==> src/rtl/spuadpcm_pkg.sv <==
// Shared types, constants and coefficient tables of the ADPCM block decoder.
`default_nettype none
package spuadpcm_pkg;

  // Byte roles within a 16-byte block
  localparam logic [3:0] POS_HEADER = 4'd0;
  localparam logic [3:0] POS_FLAGS  = 4'd1;
  localparam logic [3:0] POS_LAST   = 4'd15;

  // Header remapping
  localparam logic [3:0] SHIFT_MAX   = 4'd12;
  localparam logic [3:0] SHIFT_SUBST = 4'd9;
  localparam logic [2:0] FILTER_MAX  = 3'd4;

  // Sample arithmetic
  localparam logic [3:0] SCALE_BASE = 4'd12;
  localparam int unsigned PRED_SHIFT = 6;

  // One data byte with the block context it needs
  typedef struct packed {
    logic [7:0] data;
    logic [3:0] shift;
    logic [2:0] filter;
    logic [7:0] flags;
    logic       last;
  } cmd_t;

  // One decoded result
  typedef struct packed {
    logic signed [15:0] sample;
    logic [7:0]         flags;
    logic               last;
  } res_t;

  // Weight of the previous sample
  function automatic logic signed [7:0] coef_pos(input logic [2:0] f);
    case (f)
      3'd0:    coef_pos = 8'sd0;
      3'd1:    coef_pos = 8'sd60;
      3'd2:    coef_pos = 8'sd115;
      3'd3:    coef_pos = 8'sd98;
      default: coef_pos = 8'sd122;
    endcase
  endfunction

  // Weight of the sample before that
  function automatic logic signed [7:0] coef_neg(input logic [2:0] f);
    case (f)
      3'd0:    coef_neg = 8'sd0;
      3'd1:    coef_neg = 8'sd0;
      3'd2:    coef_neg = -8'sd52;
      3'd3:    coef_neg = -8'sd55;
      default: coef_neg = -8'sd60;
    endcase
  endfunction

endpackage
`default_nettype wire

==> src/rtl/spu_adpcm_block_decoder.sv <==
// Top level of the ADPCM block decoder: front end, command queue, back end.
//
//   channel   direction  handshake              payload
//   in_       input      in_push / in_full      in_data_byte[7:0]
//   out_      output     out_pop / out_empty    out_sample, out_block_flags, out_last_of_block
//
// Header and flag bytes are accepted but give no sample.
// Each data byte gives two samples, one per cycle while the result queue has room, from
// the back end's single multiply-accumulate datapath.
// With the back end idle, a data byte's samples pass through the command queue, the
// command register and the result queue; a byte queued behind others also waits for them.
// Synchronous reset clears position, header context, history and both queues.
// in_full follows the two-entry command queue; a missing out_pop stalls the back end, then the input.
`default_nettype none
module spu_adpcm_block_decoder (
  input  wire                 clk,
  input  wire                 rst_n,
  input  wire                 in_push,
  input  wire  [7:0]          in_data_byte,
  output logic                in_full,
  input  wire                 out_pop,
  output logic                out_empty,
  output logic signed [15:0]  out_sample,
  output logic [7:0]          out_block_flags,
  output logic                out_last_of_block
);
  import spuadpcm_pkg::*;

  cmd_t fe_cmd, q_cmd;
  logic fe_push, q_full, q_valid, be_pop;

  spuadpcm_front u_front (
    .clk          (clk),
    .rst_n        (rst_n),
    .in_push      (in_push),
    .in_data_byte (in_data_byte),
    .in_full      (in_full),
    .cmdq_full    (q_full),
    .cmd_push     (fe_push),
    .cmd_out      (fe_cmd)
  );

  spuadpcm_cmdq u_cmdq (
    .clk       (clk),
    .rst_n     (rst_n),
    .push      (fe_push),
    .push_data (fe_cmd),
    .full      (q_full),
    .pop       (be_pop),
    .valid     (q_valid),
    .pop_data  (q_cmd)
  );

  spuadpcm_back u_back (
    .clk               (clk),
    .rst_n             (rst_n),
    .cmd_valid         (q_valid),
    .cmd_in            (q_cmd),
    .cmd_pop           (be_pop),
    .out_pop           (out_pop),
    .out_empty         (out_empty),
    .out_sample        (out_sample),
    .out_block_flags   (out_block_flags),
    .out_last_of_block (out_last_of_block)
  );

endmodule
`default_nettype wire

==> src/rtl/spuadpcm_front.sv <==
// Front end: tracks byte position, latches header and flags, forwards data bytes.
`default_nettype none
module spuadpcm_front (
  input  wire                  clk,
  input  wire                  rst_n,
  input  wire                  in_push,
  input  wire  [7:0]           in_data_byte,
  output logic                 in_full,
  input  wire                  cmdq_full,
  output logic                 cmd_push,
  output spuadpcm_pkg::cmd_t   cmd_out
);
  import spuadpcm_pkg::*;

  logic [3:0] pos_r, pos_nxt;
  logic [3:0] shift_r, shift_nxt;
  logic [2:0] filt_r, filt_nxt;
  logic [7:0] flags_r, flags_nxt;
  logic       accept;

  // Any byte waits while the queue is full
  assign in_full = cmdq_full;
  assign accept  = in_push && !cmdq_full;

  // Classify the byte and update block context
  always_comb begin
    pos_nxt   = pos_r;
    shift_nxt = shift_r;
    filt_nxt  = filt_r;
    flags_nxt = flags_r;
    cmd_push  = 1'b0;
    if (accept) begin
      pos_nxt = pos_r + 4'd1;
      if (pos_r == POS_HEADER) begin
        shift_nxt = (in_data_byte[3:0] > SHIFT_MAX) ? SHIFT_SUBST : in_data_byte[3:0];
        filt_nxt  = (in_data_byte[6:4] > FILTER_MAX) ? FILTER_MAX : in_data_byte[6:4];
      end else if (pos_r == POS_FLAGS) begin
        flags_nxt = in_data_byte;
      end else begin
        cmd_push = 1'b1;
      end
    end
  end

  assign cmd_out.data   = in_data_byte;
  assign cmd_out.shift  = shift_r;
  assign cmd_out.filter = filt_r;
  assign cmd_out.flags  = flags_r;
  assign cmd_out.last   = (pos_r == POS_LAST);

  always_ff @(posedge clk) begin
    if (!rst_n) begin
      pos_r   <= POS_HEADER;
      shift_r <= 4'd0;
      filt_r  <= 3'd0;
      flags_r <= 8'd0;
    end else begin
      pos_r   <= pos_nxt;
      shift_r <= shift_nxt;
      filt_r  <= filt_nxt;
      flags_r <= flags_nxt;
    end
  end

endmodule
`default_nettype wire

==> src/rtl/spuadpcm_cmdq.sv <==
// Two-entry queue of data-byte commands between front and back end.
`default_nettype none
module spuadpcm_cmdq (
  input  wire                  clk,
  input  wire                  rst_n,
  input  wire                  push,
  input  spuadpcm_pkg::cmd_t   push_data,
  output logic                 full,
  input  wire                  pop,
  output logic                 valid,
  output spuadpcm_pkg::cmd_t   pop_data
);
  import spuadpcm_pkg::*;

  cmd_t       mem_r [2];
  logic       wr_ptr_r, rd_ptr_r;
  logic [1:0] cnt_r, cnt_nxt;
  logic       do_push, do_pop;

  assign full     = (cnt_r == 2'd2);
  assign valid    = (cnt_r != 2'd0);
  assign do_push  = push && !full;
  assign do_pop   = pop && valid;
  assign pop_data = mem_r[rd_ptr_r];

  // Occupancy
  always_comb begin
    cnt_nxt = cnt_r;
    if (do_push && !do_pop) cnt_nxt = cnt_r + 2'd1;
    else if (!do_push && do_pop) cnt_nxt = cnt_r - 2'd1;
  end

  always_ff @(posedge clk) begin
    if (!rst_n) begin
      wr_ptr_r <= 1'b0;
      rd_ptr_r <= 1'b0;
      cnt_r    <= 2'd0;
    end else begin
      if (do_push) wr_ptr_r <= ~wr_ptr_r;
      if (do_pop)  rd_ptr_r <= ~rd_ptr_r;
      cnt_r <= cnt_nxt;
    end
  end

  // Storage, no reset
  always_ff @(posedge clk) begin
    if (do_push) mem_r[wr_ptr_r] <= push_data;
  end

endmodule
`default_nettype wire

==> src/rtl/spuadpcm_back.sv <==
// Back end: decodes two nibbles per command and queues the samples.
`default_nettype none
module spuadpcm_back (
  input  wire                  clk,
  input  wire                  rst_n,
  input  wire                  cmd_valid,
  input  spuadpcm_pkg::cmd_t   cmd_in,
  output logic                 cmd_pop,
  input  wire                  out_pop,
  output logic                 out_empty,
  output logic signed [15:0]   out_sample,
  output logic [7:0]           out_block_flags,
  output logic                 out_last_of_block
);
  import spuadpcm_pkg::*;

  cmd_t               cmd_r;
  logic               busy_r, busy_nxt;
  logic               phase_r, phase_nxt;
  logic signed [15:0] prev_r, earl_r;
  res_t               oq_r [2];
  logic               oq_wr_r, oq_rd_r;
  logic [1:0]         oq_cnt_r, oq_cnt_nxt;
  logic               oq_full, oq_pop, produce;

  logic [3:0]         nib;
  logic [3:0]         sh_amt;
  logic [16:0]        scaled;
  logic signed [23:0] prod_a, prod_b;
  logic signed [24:0] acc;
  logic signed [18:0] pred;
  logic signed [19:0] sum;
  logic signed [15:0] sat;
  res_t               res;

  assign oq_full = (oq_cnt_r == 2'd2);
  assign oq_pop  = out_pop && !out_empty;
  assign produce = busy_r && !oq_full;
  assign cmd_pop = cmd_valid && (!busy_r || (phase_r && produce));

  // Sample arithmetic: scaled nibble plus rounded prediction, saturated
  always_comb begin
    nib    = phase_r ? cmd_r.data[7:4] : cmd_r.data[3:0];
    sh_amt = SCALE_BASE - cmd_r.shift;
    scaled = {{13{nib[3]}}, nib} << sh_amt;
    prod_a = prev_r * coef_pos(cmd_r.filter);
    prod_b = earl_r * coef_neg(cmd_r.filter);
    acc    = 25'(prod_a) + 25'(prod_b) + 25'sd32;
    pred   = acc[24:PRED_SHIFT];
    sum    = {{3{scaled[16]}}, scaled} + {pred[18], pred};
    if (sum > 20'sd32767)       sat = 16'sh7fff;
    else if (sum < -20'sd32768) sat = -16'sh8000;
    else                        sat = sum[15:0];
    res.sample = sat;
    res.flags  = cmd_r.flags;
    res.last   = cmd_r.last && phase_r;
  end

  // Command sequencing: low nibble then high nibble
  always_comb begin
    busy_nxt  = busy_r;
    phase_nxt = phase_r;
    if (produce) phase_nxt = ~phase_r;
    if (produce && phase_r) busy_nxt = 1'b0;
    if (cmd_pop) begin
      busy_nxt  = 1'b1;
      phase_nxt = 1'b0;
    end
  end

  // Result queue occupancy
  always_comb begin
    oq_cnt_nxt = oq_cnt_r;
    if (produce && !oq_pop) oq_cnt_nxt = oq_cnt_r + 2'd1;
    else if (!produce && oq_pop) oq_cnt_nxt = oq_cnt_r - 2'd1;
  end

  always_ff @(posedge clk) begin
    if (!rst_n) begin
      busy_r   <= 1'b0;
      phase_r  <= 1'b0;
      prev_r   <= 16'sd0;
      earl_r   <= 16'sd0;
      oq_wr_r  <= 1'b0;
      oq_rd_r  <= 1'b0;
      oq_cnt_r <= 2'd0;
    end else begin
      busy_r   <= busy_nxt;
      phase_r  <= phase_nxt;
      oq_cnt_r <= oq_cnt_nxt;
      if (produce) begin
        prev_r  <= sat;
        earl_r  <= prev_r;
        oq_wr_r <= ~oq_wr_r;
      end
      if (oq_pop) oq_rd_r <= ~oq_rd_r;
    end
  end

  // Payload registers
  always_ff @(posedge clk) begin
    if (cmd_pop) cmd_r <= cmd_in;
    if (produce) oq_r[oq_wr_r] <= res;
  end

  assign out_empty         = (oq_cnt_r == 2'd0);
  assign out_sample        = oq_r[oq_rd_r].sample;
  assign out_block_flags   = oq_r[oq_rd_r].flags;
  assign out_last_of_block = oq_r[oq_rd_r].last;

endmodule
`default_nettype wire

==> config.mk <==
export PLATFORM = sky130hd
export DESIGN_NAME = spu_adpcm_block_decoder
export DESIGN_NICKNAME = d
export VERILOG_FILES = /design/src/rtl/spuadpcm_pkg.sv /design/src/rtl/spu_adpcm_block_decoder.sv /design/src/rtl/spuadpcm_front.sv /design/src/rtl/spuadpcm_cmdq.sv /design/src/rtl/spuadpcm_back.sv
export SDC_FILE = /design/constraint.sdc
export NUM_CORES = 1
export LEC_CHECK = 0
export ABC_AREA = 1
export BUFFER_PORTS_ARGS = -buffer_cell sky130_fd_sc_hd__buf_4
export CORE_MARGIN = 2
export CORE_UTILIZATION = 45
export DETAILED_ROUTE_END_ITERATION = 8
export HOLD_SLACK_MARGIN = 0.02
export SLEW_MARGIN = 20
export SYNTH_ARGS = -nofsm -noshare
export SYNTH_HDL_FRONTEND = slang
export SYNTH_SLANG_ARGS = --single-unit
==> constraint.sdc <==
create_clock -name clk -period 19.8 [get_ports clk]
set_input_delay 2.97 -clock clk [delete_from_list [all_inputs] [get_ports clk]]
set_output_delay 2.97 -clock clk [all_outputs]
set_load 0.02 [all_outputs]
==> results.yml, run 1 <==
route:
  ant_nets: 0
  wirelength_um: 37100
  via_per_inst: 5.03
  drc: 0
  drt-initial-drc-count: 773
  drt-pass1-iter-count: 5
  via_count: 11400
  post_drt_wl_per_cell_um: 16.4
placement:
  dp_hpwl_um: 29800
  pre_cts_slack_ns: 10.0
  gp_congestion: 0.921
  port_buffers: 38
global_route:
  grt_pass1_vias: 11400
  grt_remaining_overflow: 0
  grt_max_degree: 54
  antenna_found_initial: 0
  track_usage: 0.213
  grt_pass1_wl_um: 60300
clocking:
  clk_path_buf_depth: 2
  cts_resized: 0
  clk_pin_slew_ns: 0.08
  clk_latency_ns: 0.46
  cts_hold_buffers: 0
  clkSinkCount: 184
  htree_num_levels: 4
  cts_made_buffers: 17
  cts_tree: "yes"
  post-cts-setup-buffers: 0
  clockRootBuffer: "clkbuf_16"
synth:
  syn_area_per_cell_um2: 9.05
  yosys_warnings: 0
  synth_top_area_share: 0.229
  synth.area.top_cells: "edfxtp_1, fa_1, ha_1"
  synth_edf_count: 122
  synth_cells: 1765
  netlist-cell-type-count: 44
  synthFlopType: "edfxtp_1"
  mappedNetlistArea_um2: 16000
  synth_nets: 2088
  yosysTopAreaCell: "edfxtp_1"
  yosysSeqAreaShare: 0.307
  yosys_register_bits: 184
  synthArstFlopShare: 0
sta:
  min_period_ns: 10.05
  worstMarginPinSlew_ns: 1.11
  finalSetupTns_ns: 0
  rsz0062_at_grt: "no"
  relSlewSlack: 0.262
  clock_skew_ns: 0.0231
  setup_slack_ns: 9.75
  timing.final.crit_share: 0.507
  setup_viol: 0
  fmax_ghz: 0.0995
  slew_violations: 0
  hold_viol_final: 0
setup_path:
  arrival_ns: 10.24
  r2r_end: "u_back.oq_r[0][16]$_DFFE_PP_"
  cp_max_fo: 25
  path_class: "flip-flop to flip-flop"
  slowest_stage: "clkinv_1"
  reg2reg_from: "u_back.cmd_r[11]$_DFFE_PP_"
  max_stage_delay_ns: 0.57
  cp-end-kind: "flip-flop"
  crit_required_ns: 19.99
  rrSetupSlack_ns: 9.75
  startpoint_type: "flip-flop"
  cp_common_cell: "nand2_1"
  rr_worst_depth: 34
finish:
  num_antenna_cells: 0
  drive_gt1_frac: 0.0863
  seq_area_um2: 4910
  post-route-util: 0.500
  multiInputGateArea_um2: 9430
  nFillCells: 3295
  syn_to_final_growth_pct: 8.76
  final_nets: 2117
die:
  core_um2: 34700
  rows: 68
  die_area_um2: 37000
  io_pins: 39
  dieHeight_um: 192
  dieWidth_um: 192
  initial_core_util: 0.460
run:
  drv_cap: 0
hold_path:
  holdPathStages: 0
  min_path_type: "flip-flop to flip-flop"
  whs_endpoint: "u_back.oq_r[1][7]$_DFFE_PP_"
  hold_start: "u_back.cmd_r[7]$_DFFE_PP_"
status:
  outcome: "complete, no violations"
[metal layers]
layer,global-route usage,share of wire,wire (um)
met1,0.278,0.44,16300
met2,0.359,0.49,18200
met3,0.0402,0.043,1610
met4,0.0672,0.027,989
met5,0,0,0
[Yosys cell counts, drive strengths merged (2+ instances only)]
master,count
a211oi,2
a21o,3
a21oi,98
a31oi,5
buf,9
clkbuf,31
dfxtp,62
edfxtp,122
fa,182
ha,129
inv,388
mux2,25
mux2i,2
nand2,292
nand3,41
nand4,9
nor2,215
nor3,11
nor3b,2
nor4,3
o21a,3
o21ai,72
o21bai,5
xnor2,20
xor2,27
[cells in the final DEF, fill, tap and decap left out, drive strengths merged, types with 27 or more instances in the layout]
cell      n
inv     395
nand2   292
nor2    215
fa      182
ha      129
edfxtp  122
a21oi    98
o21ai    72
dfxtp    62
buf      50
nand3    41
xor2     27
[critical path, delay by kind of cell, from the launching register on]
kind / cells / cell delay (ns)
compound gates: 4 / 0.95
xor+xnor: 1 / 0.17
simple gates: 15 / 3.16
buf+inv: 6 / 1.48
flops: 1 / 0.43
fa+ha+maj: 8 / 3.61
[logic make-up after synthesis]
| logic type | count (synthesis) | share of synthesized area |
|---|---|---|
| xor gates and xnor gates | 47 | 0.0258 |
| DFF | 184 | 0.307 |
| adders and majority gates | 311 | 0.329 |
| AOI/OAI and AO/OA | 191 | 0.0638 |
| buffers and inverters | 429 | 0.103 |
| and+or+nand+nor | 576 | 0.152 |
| muxes | 27 | 0.0189 |
[sequential cells by signal, indices dropped and copies added, names as in the netlist, 4 cells and up, named ones only]
name / cells
u_front.pos_r: 4
u_back.earl_r: 16
u_front.flags_r: 8
u_front.shift_r: 4
u_back.cmd_r: 24
u_back.prev_r: 16
u_cmdq.mem_r: 48
u_back.oq_r: 50
[worst max path at each step]
stage,startpoint,endpoint,slack [ns]
final,u_back.cmd_r[11]$_DFFE_PP_,u_back.oq_r[0][16]$_DFFE_PP_,9.75
after global routing,u_back.cmd_r[11]$_DFFE_PP_,u_back.oq_r[0][17]$_DFFE_PP_,8.93
after CTS,u_back.cmd_r[11]$_DFFE_PP_,u_back.oq_r[0][17]$_DFFE_PP_,9.96
after detailed placement,u_back.cmd_r[11]$_DFFE_PP_,u_back.oq_r[1][17]$_DFFE_PP_,10.0
after global placement,u_back.cmd_r[11]$_DFFE_PP_,u_back.oq_r[0][14]$_DFFE_PP_,10.25
after floorplan,u_back.cmd_r[9]$_DFFE_PP_,u_back.oq_r[0][10]$_DFFE_PP_,12.02
[final cells by class]
type                       count  share of cell area
clock buffer                  17              0.0245
clock inverter                15              0.0116
inverter                     389              0.0841
multi-input combinational   1152               0.543
sequential                   184               0.283
tap                          455              0.0328
timing repair buffer          50              0.0216
[through the flow]
step	hold WS (ns)	area [um2]	cells
finish	0.445	17400	2262
global route	0.457	17400	2262
CTS	0.446	17400	2262
detailed placement	0.432	16700	2230
global placement	0.423	16700	2230
floorplan	0.420	16000	1765
Power of run 1 is not shown: default switching activity piles up to over one toggle a cycle in this logic, so the estimate is an artifact.
==> run 2: changes to the inputs <==
- clock period: 19.8 -> 10.1 ns (I/O delays scaled with it)
==> results.yml, run 2 (synthesis gave the netlist of run 1 again) <==
setup_path:
  path_class: "flip-flop to flip-flop"
  cp_common_cell: "nand2_1"
  crit_required_ns: 10.30
  cp-end-kind: "flip-flop"
  max_stage_delay_ns: 0.56
  slowest_stage: "fa_1"
  arrival_ns: 9.34
  cp_max_fo: 23
  rr_worst_depth: 34
  cp_top_family: "adder cells"
  critical_path_depth: 34
  rrSetupSlack_ns: 0.96
  startpoint_type: "flip-flop"
  crit_buf_inv: 6
sta:
  rsz0062_at_grt: "no"
  worstMarginPinSlew_ns: 0.973
  slew_violations: 0
  hold_viol_final: 0
  holdWs_ns: 0.443
  timing.final.crit_share: 0.905
  min_period_ns: 9.14
  finalSetupTns_ns: 0
  clock_skew_ns: 0.0122
  relSlewSlack: 0.347
  fmax_ghz: 0.109
  setup_viol: 0
finish:
  final_common_cell: "inv_1"
  syn_to_final_growth_pct: 8.84
  top_regs: "u_back.oq_r: 50 flops, u_cmdq.mem_r: 48 flops, u_back.cmd_r: 24 flops"
  num_antenna_cells: 0
  seq_area_um2: 4910
  post-route-util: 0.501
  stdcell_area_um2: 17400
  largest_reg_flops: 50
  nFillCells: 3293
  drive_gt1_frac: 0.0888
  top_register: "u_back.oq_r"
  multiInputGateArea_um2: 9430
  final_cell_mix: "inv_1, nand2_1, nor2_1, fa_1, ha_1"
  final_nets: 2123
route:
  drt-pass1-iter-count: 5
  via_per_inst: 5.00
  via_count: 11300
  wl_met3_um: 1540
  wl_met1_um: 16700
  met2_length_um: 18600
  top_layer: "met4"
  post_drt_wl_per_cell_um: 16.7
  drt-initial-drc-count: 678
  ant_nets: 0
  drc: 0
  wirelength_um: 37800
clocking:
  htree_num_levels: 4
  clk_pin_slew_ns: 0.08
  clk_path_buf_depth: 2
  post-cts-setup-buffers: 0
  clk_latency_ns: 0.45
  cts_hold_buffers: 0
  cts_made_buffers: 17
  cts_tree: "yes"
  clockRootBuffer: "clkbuf_16"
  cts_resized: 0
  clkSinkCount: 184
die:
  initial_core_util: 0.460
  die_area_um2: 37000
  core_um2: 34700
  dieHeight_um: 192
  dieWidth_um: 192
  io_pins: 39
  rows: 68
run:
  drv_cap: 0
hold_path:
  holdPathStages: 0
  min_path_type: "flip-flop to flip-flop"
global_route:
  antenna_found_initial: 0
  grt_max_degree: 54
  grt_remaining_overflow: 0
  track_usage: 0.219
  grt_pass1_wl_um: 61900
  grt_pass1_vias: 11600
placement:
  gp_congestion: 0.944
  dp_hpwl_um: 30300
  placed_cell_area_um2: 16800
  port_buffers: 38
status:
  outcome: "complete, no violations"
[run 2: cell count changes in the layout (fill, tap and decap cells not counted), sizes merged]
cell / before / now
buf: 50 / 56
bufinv: 2 / 0
clkbuf: 17 / 18
clkinv: 6 / 7
[run 2: cell type report]
| class | count | share of cell area |
|---|---|---|
| Multi-Input combinational cell | 1152 | 0.542 |
| Clock inverter | 14 | 0.00878 |
| Sequential cell | 184 | 0.282 |
| Inverter | 389 | 0.0840 |
| Timing Repair Buffer | 56 | 0.0249 |
| Tap cell | 455 | 0.0328 |
| Clock buffer | 18 | 0.0247 |
[run 2: worst paths after layout]
path	end	startpoint
worst min-delay path	u_back.oq_r[0][7]$_DFFE_PP_	u_back.cmd_r[7]$_DFFE_PP_
worst min register to register	u_back.oq_r[0][7]$_DFFE_PP_	u_back.cmd_r[7]$_DFFE_PP_
worst max-delay path	u_back.oq_r[1][14]$_DFFE_PP_	u_back.cmd_r[11]$_DFFE_PP_
worst max register to register	u_back.oq_r[1][14]$_DFFE_PP_	u_back.cmd_r[11]$_DFFE_PP_
[run 2: worst reg2reg max path: cells and delay by family, from the launching register on]
kind / cells / cell delay (ns)
DFF: 1 / 0.43
and+or+nand+nor: 15 / 2.92
AOI/OAI and AO/OA: 4 / 0.94
xor gates and xnor gates: 1 / 0.18
buffers and inverters: 6 / 0.79
adders and majority gates: 8 / 3.64
[run 2: metal layers]
metal  vias up  global-route usage
li1       5535                   -
met1      5523               0.293
met2       232               0.367
met3        51              0.0353
met4         0              0.0637
met5         -                   0
[run 2: metrics by stage]
stage,std cells,setup slack (ns)
floorplan,1765,2.32
global placement,2236,1.31
finish,2268,0.963
CTS,2268,1.13
detailed placement,2236,1.19
global route,2268,0.279
Power of run 2 is left out for the same reason.
